`src/wds_pkg.sv`:
```
// Shared types and constants for the waypoint differential steering block.
// Holds the sequencer states, the register indexes and the CORDIC arctangent table.
// Used by wds_cordic, wds_steer, the top module and the testbench; depends on nothing.
package wds_pkg;

    localparam int HEAD_W     = 17;
    localparam int ERR_W      = 18;
    localparam int SPD_W      = 8;
    localparam int DIST_W     = 17;
    localparam int RADIUS_W   = 16;
    localparam int CFG_W      = 7;
    localparam int CFG_DATA_W = 16;
    localparam int CFG_IDX_W  = 2;
    localparam int Z_W        = 26;
    localparam int PRE_SHIFT  = 12;

    localparam logic signed [Z_W-1:0]   QUARTER_TURN_Z = 26'sd5898240;
    localparam logic signed [ERR_W-1:0] HALF_TURN      = 18'sd23040;
    localparam logic signed [ERR_W-1:0] FULL_TURN      = 18'sd46080;

    localparam logic [RADIUS_W-1:0] RADIUS_RST = 16'd200;
    localparam logic [CFG_W-1:0]    BASE_RST   = 7'd20;
    localparam logic [CFG_W-1:0]    LIMIT_RST  = 7'd20;

    typedef enum logic [CFG_IDX_W-1:0] {
        CFG_RADIUS = 2'd0,
        CFG_BASE   = 2'd1,
        CFG_LIMIT  = 2'd2
    } t_cfg_idx;

    typedef enum logic [2:0] {
        S_IDLE,
        S_SQX,
        S_SQY,
        S_START,
        S_RUN,
        S_ERR,
        S_SPD,
        S_DONE
    } t_state;

    typedef struct packed {
        logic load_err;
        logic load_spd;
    } t_steer_ctrl;

    // Arctangent of 2^-i in 1/65536 degree.
    function automatic logic signed [Z_W-1:0] atan_step(input logic [4:0] idx);
        logic signed [Z_W-1:0] v;
        case (idx)
            5'd0:    v = 26'sd2949120;
            5'd1:    v = 26'sd1740967;
            5'd2:    v = 26'sd919879;
            5'd3:    v = 26'sd466945;
            5'd4:    v = 26'sd234379;
            5'd5:    v = 26'sd117304;
            5'd6:    v = 26'sd58666;
            5'd7:    v = 26'sd29335;
            5'd8:    v = 26'sd14668;
            5'd9:    v = 26'sd7334;
            5'd10:   v = 26'sd3667;
            5'd11:   v = 26'sd1833;
            5'd12:   v = 26'sd917;
            5'd13:   v = 26'sd458;
            5'd14:   v = 26'sd229;
            5'd15:   v = 26'sd115;
            5'd16:   v = 26'sd57;
            5'd17:   v = 26'sd29;
            5'd18:   v = 26'sd14;
            5'd19:   v = 26'sd7;
            5'd20:   v = 26'sd4;
            5'd21:   v = 26'sd2;
            5'd22:   v = 26'sd1;
            default: v = '0;
        endcase
        return v;
    endfunction

endpackage

```
`src/wds_isqrt.sv`:
```
// Iterative integer square root, one result bit per cycle.
// Takes the squared distance and returns its floor root.
// Depends on nothing beyond its parameter.
module wds_isqrt #(
    parameter int SQ_W = 34
) (
    input  logic              i_clk,
    input  logic              i_rst_n,
    input  logic              i_start,
    input  logic [SQ_W-1:0]   i_n,
    output logic              o_busy,
    output logic [SQ_W/2-1:0] o_root
);

    localparam int RT_W = SQ_W / 2;

    logic            r_busy;
    logic [SQ_W-1:0] r_n;
    logic [SQ_W-1:0] r_res;
    logic [SQ_W-1:0] r_bit;
    logic [SQ_W-1:0] n_n;
    logic [SQ_W-1:0] n_res;
    logic [SQ_W:0]   trial;
    logic            take;

    always_comb begin
        trial = {1'b0, r_res} + {1'b0, r_bit};
        take  = ({1'b0, r_n} >= trial);
        if (take) begin
            n_n   = r_n - trial[SQ_W-1:0];
            n_res = (r_res >> 1) + r_bit;
        end else begin
            n_n   = r_n;
            n_res = r_res >> 1;
        end
    end

    always_ff @(posedge i_clk) begin
        if (!i_rst_n) begin
            r_busy <= 1'b0;
        end else if (i_start) begin
            r_busy <= 1'b1;
        end else if (r_busy && r_bit[0]) begin
            r_busy <= 1'b0;
        end
    end

    always_ff @(posedge i_clk) begin
        if (i_start) begin
            r_n   <= i_n;
            r_res <= '0;
            r_bit <= {2'b01, {(SQ_W-2){1'b0}}};
        end else if (r_busy) begin
            r_n   <= n_n;
            r_res <= n_res;
            r_bit <= r_bit >> 2;
        end
    end

    assign o_busy = r_busy;
    assign o_root = r_res[RT_W-1:0];

endmodule

```
`src/wds_cordic.sv`:
```
// Iterative CORDIC vectoring unit that returns atan2(dy, dx) in 1/65536 degree.
// One micro-rotation per cycle through a shared shifter and adders.
// Depends on wds_pkg for the angle width and the arctangent table.
module wds_cordic #(
    parameter int IN_W  = 17,
    parameter int STEPS = 16
) (
    input  logic                          i_clk,
    input  logic                          i_rst_n,
    input  logic                          i_start,
    input  logic signed [IN_W-1:0]        i_dx,
    input  logic signed [IN_W-1:0]        i_dy,
    output logic                          o_busy,
    output logic signed [wds_pkg::Z_W-1:0] o_z
);

    localparam int XY_W  = IN_W + wds_pkg::PRE_SHIFT + 2;
    localparam int CNT_W = $clog2(STEPS);
    localparam logic [CNT_W-1:0] LAST = CNT_W'(STEPS - 1);

    logic                          r_busy;
    logic [CNT_W-1:0]              r_cnt;
    logic                          r_zero;
    logic signed [XY_W-1:0]        r_x;
    logic signed [XY_W-1:0]        r_y;
    logic signed [wds_pkg::Z_W-1:0] r_z;
    logic signed [XY_W-1:0]        n_x;
    logic signed [XY_W-1:0]        n_y;
    logic signed [wds_pkg::Z_W-1:0] n_z;
    logic signed [XY_W-1:0]        x0;
    logic signed [XY_W-1:0]        y0;
    logic signed [XY_W-1:0]        px;
    logic signed [XY_W-1:0]        py;
    logic signed [wds_pkg::Z_W-1:0] pz;
    logic signed [XY_W-1:0]        xs;
    logic signed [XY_W-1:0]        ys;
    logic signed [wds_pkg::Z_W-1:0] step_z;

    // Vectors in the left half plane are first turned by a quarter turn.
    always_comb begin
        x0 = {{2{i_dx[IN_W-1]}}, i_dx, {wds_pkg::PRE_SHIFT{1'b0}}};
        y0 = {{2{i_dy[IN_W-1]}}, i_dy, {wds_pkg::PRE_SHIFT{1'b0}}};
        px = x0;
        py = y0;
        pz = '0;
        if (x0[XY_W-1]) begin
            if (!y0[XY_W-1]) begin
                px = y0;
                py = -x0;
                pz = wds_pkg::QUARTER_TURN_Z;
            end else begin
                px = -y0;
                py = x0;
                pz = -wds_pkg::QUARTER_TURN_Z;
            end
        end
    end

    always_comb begin
        xs     = r_x >>> r_cnt;
        ys     = r_y >>> r_cnt;
        step_z = wds_pkg::atan_step(5'(r_cnt));
        if (!r_y[XY_W-1]) begin
            n_x = r_x + ys;
            n_y = r_y - xs;
            n_z = r_z + step_z;
        end else begin
            n_x = r_x - ys;
            n_y = r_y + xs;
            n_z = r_z - step_z;
        end
    end

    always_ff @(posedge i_clk) begin
        if (!i_rst_n) begin
            r_busy <= 1'b0;
            r_cnt  <= '0;
        end else if (i_start) begin
            r_busy <= 1'b1;
            r_cnt  <= '0;
        end else if (r_busy) begin
            if (r_cnt == LAST) begin
                r_busy <= 1'b0;
            end
            r_cnt <= r_cnt + 1'b1;
        end
    end

    always_ff @(posedge i_clk) begin
        if (i_start) begin
            r_x    <= px;
            r_y    <= py;
            r_z    <= pz;
            r_zero <= (i_dx == '0) && (i_dy == '0);
        end else if (r_busy) begin
            r_x <= n_x;
            r_y <= n_y;
            r_z <= n_z;
        end
    end

    assign o_busy = r_busy;
    assign o_z    = r_zero ? '0 : r_z;

endmodule

```
`src/wds_steer.sv`:
```
// Heading error and wheel speed stage of the steering block.
// Rounds the CORDIC angle, wraps the error and derives the clamped wheel speeds.
// Depends on wds_pkg for widths, turn constants and the control struct.
module wds_steer (
    input  logic                             i_clk,
    input  wds_pkg::t_steer_ctrl             i_ctrl,
    input  logic signed [wds_pkg::HEAD_W-1:0] i_heading,
    input  logic signed [wds_pkg::Z_W-1:0]    i_z,
    input  logic [wds_pkg::CFG_W-1:0]         i_base,
    input  logic [wds_pkg::CFG_W-1:0]         i_limit,
    output logic signed [wds_pkg::ERR_W-1:0]  o_err,
    output logic signed [wds_pkg::SPD_W-1:0]  o_left,
    output logic signed [wds_pkg::SPD_W-1:0]  o_right
);

    localparam int V_W        = 20;
    localparam int U_W        = 11;
    localparam int P_W        = 22;
    localparam int Q_W        = 10;
    localparam int S_W        = 12;
    localparam int DIV_SHIFT  = 7;
    localparam int DIV3_SHIFT = 11;
    localparam int DIV_SCALE  = 384;
    localparam int DIV3_MUL   = 683;
    localparam int ROUND_SH   = 9;
    localparam int ROUND_ADD  = 256;

    logic signed [wds_pkg::ERR_W-1:0] r_err;
    logic signed [wds_pkg::SPD_W-1:0] r_left;
    logic signed [wds_pkg::SPD_W-1:0] r_right;
    logic signed [wds_pkg::Z_W-1:0]   z_rnd;
    logic signed [wds_pkg::ERR_W-1:0] angle;
    logic signed [wds_pkg::ERR_W-1:0] err_sum;
    logic signed [wds_pkg::ERR_W-1:0] n_err;
    logic [V_W-1:0]                   b_full;
    logic signed [V_W-1:0]            v_left;
    logic signed [V_W-1:0]            v_right;

    // Divides by 384 with truncation toward zero, then clamps to the limit.
    function automatic logic signed [wds_pkg::SPD_W-1:0] speed_q(
        input logic signed [V_W-1:0]    v,
        input logic [wds_pkg::CFG_W-1:0] lim
    );
        logic [V_W-1:0]        mag;
        logic [U_W-1:0]        u;
        logic [P_W-1:0]        prod;
        logic [Q_W-1:0]        q;
        logic signed [S_W-1:0] qs;
        logic signed [S_W-1:0] lims;
        logic signed [S_W-1:0] res;
        mag  = v[V_W-1] ? V_W'(-v) : V_W'(v);
        u    = U_W'(mag >> DIV_SHIFT);
        prod = P_W'(u) * P_W'(DIV3_MUL);
        q    = Q_W'(prod >> DIV3_SHIFT);
        qs   = $signed({2'b00, q});
        if (v[V_W-1]) begin
            qs = -qs;
        end
        lims = $signed({5'b00000, lim});
        if (qs > lims) begin
            res = lims;
        end else if (qs < -lims) begin
            res = -lims;
        end else begin
            res = qs;
        end
        return wds_pkg::SPD_W'(res);
    endfunction

    always_comb begin
        z_rnd   = i_z + wds_pkg::Z_W'(ROUND_ADD);
        angle   = wds_pkg::ERR_W'(z_rnd >>> ROUND_SH);
        err_sum = wds_pkg::ERR_W'(i_heading) + angle;
        n_err   = (err_sum > wds_pkg::HALF_TURN) ? err_sum - wds_pkg::FULL_TURN : err_sum;
        b_full  = V_W'(i_base) * V_W'(DIV_SCALE);
        v_left  = $signed(b_full) - V_W'(r_err);
        v_right = $signed(b_full) + V_W'(r_err);
    end

    always_ff @(posedge i_clk) begin
        if (i_ctrl.load_err) begin
            r_err <= n_err;
        end
        if (i_ctrl.load_spd) begin
            r_left  <= speed_q(v_left, i_limit);
            r_right <= speed_q(v_right, i_limit);
        end
    end

    assign o_err   = r_err;
    assign o_left  = r_left;
    assign o_right = r_right;

endmodule

```
`src/waypoint_differential_steering_unit.sv`:
```
// Waypoint steering for a differential-drive robot, built on wds_isqrt, wds_cordic, wds_steer.
// The time to a result is set by the longer of the square-root loop (one root bit per cycle)
// and the CORDIC loop beside it, and loading the result waits while the output is stalled.
// One item at a time: the next input can be taken in the cycle after the result is loaded.
// Synchronous active-low reset clears the sequencer, held wheel speeds and output valid,
// and loads the register defaults.
module waypoint_differential_steering_unit #(
    parameter int COORD_WIDTH  = 16,
    parameter int CORDIC_STEPS = 16
) (
    input  logic                                  i_clk,
    input  logic                                  i_rst_n,
    input  logic                                  i_valid,
    output logic                                  o_stall,
    input  logic signed [COORD_WIDTH-1:0]         i_robot_x,
    input  logic signed [COORD_WIDTH-1:0]         i_robot_y,
    input  logic signed [wds_pkg::HEAD_W-1:0]     i_robot_heading,
    input  logic signed [COORD_WIDTH-1:0]         i_target_x,
    input  logic signed [COORD_WIDTH-1:0]         i_target_y,
    output logic                                  o_valid,
    input  logic                                  i_stall,
    output logic                                  o_advance,
    output logic signed [wds_pkg::SPD_W-1:0]      o_speed_left,
    output logic signed [wds_pkg::SPD_W-1:0]      o_speed_right,
    output logic [wds_pkg::DIST_W-1:0]            o_distance,
    output logic signed [wds_pkg::ERR_W-1:0]      o_heading_error,
    input  logic                                  i_cfg_valid,
    output logic                                  o_cfg_ready,
    input  logic [wds_pkg::CFG_IDX_W-1:0]         i_cfg_index,
    input  logic [wds_pkg::CFG_DATA_W-1:0]        i_cfg_data
);

    localparam int IN_W  = COORD_WIDTH + 1;
    localparam int PR_W  = 2 * IN_W;
    localparam int SQ_W  = (PR_W > 64) ? 64 : PR_W;
    localparam int RT_W  = SQ_W / 2;
    localparam int CMP_W = (RT_W > wds_pkg::RADIUS_W) ? RT_W : wds_pkg::RADIUS_W;

    wds_pkg::t_state      r_state;
    wds_pkg::t_state      n_state;
    wds_pkg::t_steer_ctrl steer_ctrl;

    logic signed [IN_W-1:0]              r_dx;
    logic signed [IN_W-1:0]              r_dy;
    logic signed [wds_pkg::HEAD_W-1:0]   r_hd;
    logic [SQ_W-1:0]                     r_sx;
    logic [SQ_W-1:0]                     r_sy;
    logic                                r_near;
    logic signed [wds_pkg::SPD_W-1:0]    r_held_l;
    logic signed [wds_pkg::SPD_W-1:0]    r_held_r;
    logic                                r_out_valid;
    logic                                r_advance;
    logic signed [wds_pkg::SPD_W-1:0]    r_out_l;
    logic signed [wds_pkg::SPD_W-1:0]    r_out_r;
    logic [wds_pkg::DIST_W-1:0]          r_dist;
    logic signed [wds_pkg::ERR_W-1:0]    r_err_out;
    logic [wds_pkg::RADIUS_W-1:0]        r_radius;
    logic [wds_pkg::CFG_W-1:0]           r_base;
    logic [wds_pkg::CFG_W-1:0]           r_limit;

    logic                                accept;
    logic                                start;
    logic                                load_sx;
    logic                                load_sy;
    logic                                load_near;
    logic                                load_out;
    logic signed [IN_W-1:0]              dx;
    logic signed [IN_W-1:0]              dy;
    logic signed [IN_W-1:0]              sq_src;
    logic [IN_W-1:0]                     sq_op;
    logic [PR_W-1:0]                     prod;
    logic [SQ_W:0]                       sq_sum;
    logic [SQ_W-1:0]                     sq_val;
    logic                                sqrt_busy;
    logic [RT_W-1:0]                     root;
    logic                                cordic_busy;
    logic signed [wds_pkg::Z_W-1:0]      z;
    logic signed [wds_pkg::ERR_W-1:0]    err;
    logic signed [wds_pkg::SPD_W-1:0]    spd_l;
    logic signed [wds_pkg::SPD_W-1:0]    spd_r;

    always_comb begin
        dx     = IN_W'(i_robot_x) - IN_W'(i_target_x);
        dy     = IN_W'(i_robot_y) - IN_W'(i_target_y);
        sq_src = (r_state == wds_pkg::S_SQX) ? r_dx : r_dy;
        sq_op  = sq_src[IN_W-1] ? IN_W'(-sq_src) : IN_W'(sq_src);
        prod   = {{IN_W{1'b0}}, sq_op} * {{IN_W{1'b0}}, sq_op};
        sq_sum = {1'b0, r_sx} + {1'b0, r_sy};
        sq_val = sq_sum[SQ_W] ? '1 : sq_sum[SQ_W-1:0];
    end

    always_comb begin
        n_state = r_state;
        case (r_state)
            wds_pkg::S_IDLE: begin
                if (i_valid) begin
                    n_state = wds_pkg::S_SQX;
                end
            end
            wds_pkg::S_SQX:   n_state = wds_pkg::S_SQY;
            wds_pkg::S_SQY:   n_state = wds_pkg::S_START;
            wds_pkg::S_START: n_state = wds_pkg::S_RUN;
            wds_pkg::S_RUN: begin
                if (!sqrt_busy && !cordic_busy) begin
                    n_state = wds_pkg::S_ERR;
                end
            end
            wds_pkg::S_ERR:   n_state = wds_pkg::S_SPD;
            wds_pkg::S_SPD:   n_state = wds_pkg::S_DONE;
            wds_pkg::S_DONE: begin
                if (!r_out_valid || !i_stall) begin
                    n_state = wds_pkg::S_IDLE;
                end
            end
            default: n_state = wds_pkg::S_IDLE;
        endcase
    end

    always_comb begin
        o_stall             = (r_state != wds_pkg::S_IDLE);
        accept              = (r_state == wds_pkg::S_IDLE) && i_valid;
        load_sx             = (r_state == wds_pkg::S_SQX);
        load_sy             = (r_state == wds_pkg::S_SQY);
        start               = (r_state == wds_pkg::S_START);
        load_near           = (r_state == wds_pkg::S_ERR);
        steer_ctrl.load_err = (r_state == wds_pkg::S_ERR);
        steer_ctrl.load_spd = (r_state == wds_pkg::S_SPD);
        load_out            = (r_state == wds_pkg::S_DONE) && (!r_out_valid || !i_stall);
    end

    always_ff @(posedge i_clk) begin
        if (!i_rst_n) begin
            r_state <= wds_pkg::S_IDLE;
        end else begin
            r_state <= n_state;
        end
    end

    always_ff @(posedge i_clk) begin
        if (!i_rst_n) begin
            r_radius <= wds_pkg::RADIUS_RST;
            r_base   <= wds_pkg::BASE_RST;
            r_limit  <= wds_pkg::LIMIT_RST;
        end else if (i_cfg_valid) begin
            case (i_cfg_index)
                wds_pkg::CFG_RADIUS: r_radius <= i_cfg_data;
                wds_pkg::CFG_BASE:   r_base   <= i_cfg_data[wds_pkg::CFG_W-1:0];
                wds_pkg::CFG_LIMIT:  r_limit  <= i_cfg_data[wds_pkg::CFG_W-1:0];
                default: begin
                end
            endcase
        end
    end

    always_ff @(posedge i_clk) begin
        if (accept) begin
            r_dx <= dx;
            r_dy <= dy;
            r_hd <= i_robot_heading;
        end
        if (load_sx) begin
            r_sx <= prod[SQ_W-1:0];
        end
        if (load_sy) begin
            r_sy <= prod[SQ_W-1:0];
        end
        if (load_near) begin
            r_near <= (CMP_W'(root) < CMP_W'(r_radius));
        end
    end

    // Held wheel speeds only move when the waypoint has not been reached.
    always_ff @(posedge i_clk) begin
        if (!i_rst_n) begin
            r_held_l    <= '0;
            r_held_r    <= '0;
            r_out_valid <= 1'b0;
        end else begin
            if (load_out) begin
                r_out_valid <= 1'b1;
                if (!r_near) begin
                    r_held_l <= spd_l;
                    r_held_r <= spd_r;
                end
            end else if (!i_stall) begin
                r_out_valid <= 1'b0;
            end
        end
    end

    always_ff @(posedge i_clk) begin
        if (load_out) begin
            r_advance <= r_near;
            r_dist    <= wds_pkg::DIST_W'(root);
            if (r_near) begin
                r_out_l   <= r_held_l;
                r_out_r   <= r_held_r;
                r_err_out <= '0;
            end else begin
                r_out_l   <= spd_l;
                r_out_r   <= spd_r;
                r_err_out <= err;
            end
        end
    end

    wds_isqrt #(
        .SQ_W (SQ_W)
    ) u_isqrt (
        .i_clk   (i_clk),
        .i_rst_n (i_rst_n),
        .i_start (start),
        .i_n     (sq_val),
        .o_busy  (sqrt_busy),
        .o_root  (root)
    );

    wds_cordic #(
        .IN_W  (IN_W),
        .STEPS (CORDIC_STEPS)
    ) u_cordic (
        .i_clk   (i_clk),
        .i_rst_n (i_rst_n),
        .i_start (start),
        .i_dx    (r_dx),
        .i_dy    (r_dy),
        .o_busy  (cordic_busy),
        .o_z     (z)
    );

    wds_steer u_steer (
        .i_clk     (i_clk),
        .i_ctrl    (steer_ctrl),
        .i_heading (r_hd),
        .i_z       (z),
        .i_base    (r_base),
        .i_limit   (r_limit),
        .o_err     (err),
        .o_left    (spd_l),
        .o_right   (spd_r)
    );

    assign o_cfg_ready     = 1'b1;
    assign o_valid         = r_out_valid;
    assign o_advance       = r_advance;
    assign o_speed_left    = r_out_l;
    assign o_speed_right   = r_out_r;
    assign o_distance      = r_dist;
    assign o_heading_error = r_err_out;

endmodule

```
`config.mk`:
```
export PLATFORM = sky130hd
export DESIGN_NAME = waypoint_differential_steering_unit
export DESIGN_NICKNAME = d
export VERILOG_FILES = /design/src/wds_pkg.sv /design/src/wds_isqrt.sv /design/src/wds_cordic.sv /design/src/wds_steer.sv /design/src/waypoint_differential_steering_unit.sv
export SDC_FILE = /design/constraint.sdc
export NUM_CORES = 2
export LEC_CHECK = 0
export BUFFER_PORTS_ARGS = -buffer_cell sky130_fd_sc_hd__buf_2
export CAP_MARGIN = 20
export CORE_MARGIN = 4
export CORE_UTILIZATION = 55
export CTS_CLUSTER_DIAMETER = 80
export DETAILED_ROUTE_END_ITERATION = 10
export GPL_ROUTABILITY_DRIVEN = 0
export PLACE_DENSITY = 0.71
export SYNTH_ARGS = -nofsm -noshare
export SYNTH_HDL_FRONTEND = slang
export SYNTH_SLANG_ARGS = --single-unit
```
`constraint.sdc`:
```
create_clock -name i_clk -period 10.2 [get_ports i_clk]
set_input_delay 1.53 -clock i_clk [delete_from_list [all_inputs] [get_ports i_clk]]
set_output_delay 1.53 -clock i_clk [all_outputs]
set_load 0.05 [all_outputs]
```
Yosys cells after proc, flatten, opt, wreduce, memory -nomap -nowiden:

Memory sizes are Yosys's and may differ from the RTL's. A register that Yosys moved wholly into a read port is not among the register bits.
Cells that the tools add are included.

* memories: 1
* input bits: 104
* ROM bits: 352
* flip-flop bits (word level): 436
* output and inout port bits: 55

Memory list
* (no name shown): words 16, width 22, read ports 1, clocked after Yosys merged registers in 1, write ports 0, line wds_pkg.sv:50 `case (idx)`

* shifts and indexed selects: 2
* $add $sub $neg: 26
* bitwise gates (word level): 1
* equal/unequal tests: 14
* reductions and logical operators: 25
* $lt $le $gt $ge: 7
* multiply operators: 4
* mux-type cells: 49

Operator list (number)
* 31-bit two-way mux: 10
* 34-bit two-way mux: 5
* 26-bit two-way mux: 6
* 31-bit adder: 2
* 29-bit negation with 31-bit output: 2
* 31-bit by 4-bit >>> shifter with 31-bit output: 2
* 31-bit subtractor: 2
* 18-bit two-way mux: 3
* 12-bit two-way mux: 4
* 11-bit by 10-bit multiplier with 21-bit output (second input constant): 2
* 18-bit negation: 2
* 34-bit by 33-bit adder with 35-bit output: 1
* 34-bit by 34-bit adder with 35-bit output: 1
* 34-bit by 35-bit greater-or-equal comparator with 1-bit output: 1
* 33-bit by 33-bit adder with 34-bit output: 1
* 17-bit zero test: 2
* 17-bit by 17-bit multiplier with 34-bit output: 1
* 17-bit two-way mux: 2
* 16-bit by 16-bit subtractor with 17-bit output: 2
* 34-bit subtractor: 1
* 8-bit two-way mux: 4
* 26-bit by 10-bit adder with 26-bit output (second input constant): 1
* 26-bit adder: 1
* 26-bit subtractor: 1
* 37 further kinds: 69

Logic depth before layout (Yosys ltp):

* depth in word-level cells: 11
* mapped depth: 58
* mapped depth without buffers: 55

Cells and area by module:

From an unflattened synthesis, not the netlist that was laid out.

* cells, all modules: 5845
* area, all modules: 52325.2 µm²

Modules (own cells, without submodules)
* waypoint_differential_steering_unit: instances 1, cells an instance 1883, area an instance 19276.0 µm², sequential area each 6105.9 µm²
* wds_cordic: instances 1, cells an instance 1781, area an instance 14955.6 µm², sequential area each 3213.1 µm²
* wds_steer: instances 1, cells an instance 1268, area an instance 10680.2 µm², sequential area each 1021.0 µm²
* wds_isqrt: instances 1, cells an instance 913, area an instance 7413.4 µm², sequential area each 2062.0 µm²

Worst setup path after synthesis:

No wires, ideal clock.

* kind: reg2reg
* start point: register r_base[1] in the netlist's numbering
* end point: register u_steer.r_right (netlist bit u_steer.o_right[3]), data pin
* path slack: -619 ps
* path buffers: 3
* clock period less this slack: 10819 ps
* data required time: 9938 ps
* stages on the path, launching flop included: 58
* data arrival time: 10557 ps
* cell sequence: dfxtp_1 -> ha_1 -> fa_1 -> a21oi_1 -> nor2_1 -> nor2_1 -> inv_1 -> a21oi_1 -> nor2_1 -> nor2_1 -> xnor2_1 -> ha_1 -> clkbuf_1 -> a2111oi_4 -> a21o_1 -> nand2_1 -> nand2_1 -> clkbuf_1 -> [22 not listed] -> inv_1 -> o41a_1 -> mux2_2 -> a21oi_1 -> xnor2_1 -> ha_1 -> o21a_1 -> o21a_1 -> o21a_1 -> o21ai_0 -> nand2b_1 -> a21oi_1 -> nor2b_1 -> o21ai_0 -> a31oi_1 -> clkbuf_1 -> a211oi_1 -> a21oi_1

* word-level cells in the longest chain between the ends: 11
* elaborated cells between the ends (all ways): 12
* classes of those cells: add/sub: 3; mul: 2; order compare: 2; mux: 5

RTL lines
* start: declaration: line waypoint_differential_steering_unit.sv:58 `logic [wds_pkg::CFG_W-1:0] r_base;`
* start signal: assignment: line waypoint_differential_steering_unit.sv:142 `r_base <= wds_pkg::BASE_RST;`
* start signal: assignment: line waypoint_differential_steering_unit.sv:147 `wds_pkg::CFG_BASE: r_base <= i_cfg_data[wds_pkg::CFG_W-1:0];`
* 7-bit by 2-bit multiplier with 9-bit output *: line wds_steer.sv:75 `b_full = V_W'(i_base) * V_W'(DIV_SCALE);`
* 17-bit by 18-bit adder with 19-bit output *: line wds_steer.sv:77 `v_right = $signed(b_full) + V_W'(r_err);`
* 18-bit negation: line wds_steer.sv:51 `mag = v[V_W-1] ? V_W'(-v) : V_W'(v);`
* 18-bit two-way mux: line wds_steer.sv:51
* 11-bit by 10-bit multiplier with 21-bit output: line wds_steer.sv:53 `prod = P_W'(u) * P_W'(DIV3_MUL);`
* 10-bit negation with 12-bit output: line wds_steer.sv:57 `qs = -qs;`
* 12-bit two-way mux *: line wds_steer.sv:56 `if (v[V_W-1]) begin`
* 12-bit two-way mux *: line wds_steer.sv:84 `if (i_ctrl.load_spd) begin`
* 12-bit < comparator: line wds_steer.sv:62 `end else if (qs < -lims) begin`
* 8-bit two-way mux: line wds_steer.sv:62
* 7-bit two-way mux *: line wds_steer.sv:60 `if (qs > lims) begin`
* end signal: assignment: line wds_steer.sv:86 `r_right <= speed_q(v_right, i_limit);`
* end: declaration: line wds_steer.sv:30 `logic signed [wds_pkg::SPD_W-1:0] r_right;`

Mark *: on every way between the ends. The rest lies on a longest branch, timed or not. The select of a mux whose other input is x is not followed.
A chain may end at the register's enable or synchronous reset.

Worst setup path after layout:

* start point: register r_base[1] in the netlist's numbering
* end point: register u_steer.r_right (netlist bit u_steer.o_right[0]), data pin

Same word-level chain as after synthesis.

==> out/qor.yml <==
cp_top_family: "adder cells"
clk-insertion-delay-late_ns: 0.63
synth_seq_area_share: 0.255
crit_path_max_fanout: 6
synth_ff_type: "edfxtp_1"
grt_use_met1: 0.327
drtPass1Iterations: 6
grt_max_degree: 78
met3_usage: 0.0305
slew-limit-headroom: 0.284
initial_utilization: 0.558
cts_hold_buf: 0
die_area_mm2: 0.0933
finalMaxSlewViolations: 0
grt_pass1_wl_mm: 190
yosys-top-cells-count: "571 x ha_1, 541 x inv_1, 461 x nor2_1, 400 x nand2_1, 327 x edfxtp_1"
vias: 39000
yosysWarnings: 0
maxCapViolCount: 0
clockRootBuffer: "clkbuf_16"
synthesis.instances: 5313
grt_pass1_vias: 37800
cpPeakStageDelay_ns: 0.55
min_path_type: "reg2reg"
critPathBufInv: 10
grt.total_usage: 0.244
worst_path_most_repeated_cell: "buf_4"
hold_ws_ns: 0.450
rrSetupSlack_ns: 0.11
syn2layout_area_growth_pct: 11.4
crit_type: "reg2reg"
worstPathArrival_ns: 10.45
drt_iter0_drc: 2517
async_reset_ff_frac: 0
synth.area.top_cells: "edfxtp_1 20%, ha_1 15%, fa_1 10%"
synth_largest_area_cell: "edfxtp_1"
fill_cells: 7264
layout-drive-gt1-share: 0.129
yosysTopAreaCellShare: 0.202
crit_path_start_kind: "register"
synth_area_mm2: 0.0487
post_drt_wl_per_cell_um: 17.6
grt.busiest_layer: "met2"
diodes: 0
routed_via_density: 5.80
post_synth.cell_area_avg_um2: 9.16
tightest_slew_ns: 1.07
ios: 159
fmax_ghz: 0.0991
dp_slack_ns: -0.145
synth_enable_flop_cells: 327
synth.most_common_cell: "ha_1"
die_w_um: 306
cts_tree: "done"
final_nets: 6447
cts_sinks: 456
ys_ff_latch: 456
clk_pin_slew_ns: 0.06
hpwl_mm: 91.0
layout_min_cycle_time_ns: 10.09
final.setup.worst_slack_ns: 0.110
finalHoldViolations: 0
ys_types: 101
port_buffers: 157
h-tree-depth: 2
coreArea_mm2: 0.0873
grt_use_met2: 0.413
routed_wl_mm: 118
grt_overflow: 0
antenna_found_initial: 0
fin_setup_tns_ns: 0
rows: 108
clockBufferDepth: 3
remaining_drc_errors: 0
rsz0062_at_grt: "yes"
cp-end-kind: "register"
setup_viol: 0
ant_nets: 0
outcome: "finished, final reports clean"
fin_crit_sh: 0.989
cts_buffers: 53
die_y_um: 306
required_ns: 10.56
finClkSkew_ns: 0.0282
cp_slowest_cell: "o41a_1"
[worst paths after layout]
check | cells past startpoint | to | start
worst max register to register | 49 | u_steer.o_right[0] | r_base[1]
worst min register to register | 0 | o_advance | r_near
worst min-delay path | 0 | o_advance | r_near
worst max-delay path | 49 | u_steer.o_right[0] | r_base[1]
[worst reg2reg max path, delay by kind of cell, from the launching register on]
kind | cells | cell delay [ns]
xor+xnor | 4 | 0.48
buf+inv | 10 | 1.09
compound gates | 13 | 2.59
fa+ha+maj | 11 | 3.86
simple gates | 9 | 1.08
mux | 2 | 0.41
flops | 1 | 0.36
[sequential cells by signal (all words and copies together) (netlist names), 7 cells and up]
register and flops:
r_dx 17, u_isqrt.r_res 34, r_limit 7, r_dy 17, u_steer.o_left 8, o_distance 17, u_cordic.step_z 22, r_held_l 8
r_sy 33, r_base 7, o_speed_left 8, u_steer.o_right 8, u_cordic.r_z 26, u_cordic.r_y 31, r_hd 17, r_held_r 8
o_speed_right 8, r_radius 16, u_isqrt.r_n 34, o_heading_error 18, u_cordic.r_x 31, r_sx 33, u_steer.o_err 18, u_isqrt.r_bit 17
[per-stage QoR]
step,instance area (µm²),std cells,util
5_1_grt,54200,6723,0.621
3_5_place_dp,51300,6582,0.588
2_1_floorplan,48800,5323,-
4_1_cts,53200,6687,0.610
6_report,54200,6723,0.621
3_3_place_gp,51300,6581,0.588
[metal layers]
metal,part of all wire,vias up
met5,0,-
met4,0.035,0
met2,0.47,1092
met3,0.053,253
met1,0.44,18600
li1,-,19100
[placed cells by master (no fill, tap or decap), types with 42 or more instances in the layout]
| cell type | count |
|---|---|
| inv_1 | 529 |
| o21bai_1 | 61 |
| nand2b_1 | 62 |
| xnor2_1 | 253 |
| nor2b_1 | 106 |
| o211ai_1 | 49 |
| buf_2 | 159 |
| ha_1 | 548 |
| o21a_1 | 58 |
| a21o_1 | 95 |
| a31oi_1 | 59 |
| mux4_2 | 48 |
| and3_1 | 47 |
| o21ai_0 | 248 |
| buf_4 | 155 |
| mux2i_1 | 136 |
| a21boi_0 | 44 |
| clkbuf_16 | 55 |
| edfxtp_1 | 327 |
| nand3_1 | 79 |
| a211oi_1 | 42 |
| nor2_1 | 451 |
| nor3_1 | 77 |
| fa_1 | 247 |
| a21oi_1 | 284 |
| nand2_1 | 397 |
| xor2_1 | 171 |
| dfxtp_1 | 122 |
[timing repair]
action                     CTS  global route
resized for setup           14           143
setup endpoints to repair    9            18
cloned                       0             3
setup buffers                6            32
pin swaps                   19            88
[final cells by class]
class | count | area (µm²) | area share
Inverter | 552 | 2080 | 0.0383
Clock buffer | 67 | 1440 | 0.0266
Multi-Input combinational cell | 4139 | 34400 | 0.635
Sequential cell | 456 | 12400 | 0.229
Tap cell | 1155 | 1450 | 0.0266
Clock inverter | 32 | 380 | 0.00701
Timing Repair Buffer | 322 | 2050 | 0.0379
[logic make-up after synthesis]
group | synth area share
AOI/OAI and AO/OA | 0.158
xor gates and xnor gates | 0.0812
adders and majority gates | 0.249
buffers and inverters | 0.0573
DFF | 0.255
muxes | 0.0602
other | 0.000154
and+or+nand+nor | 0.139
Power is not shown: default switching activity piles up to over one toggle a cycle in this logic, so the estimate is an artifact.
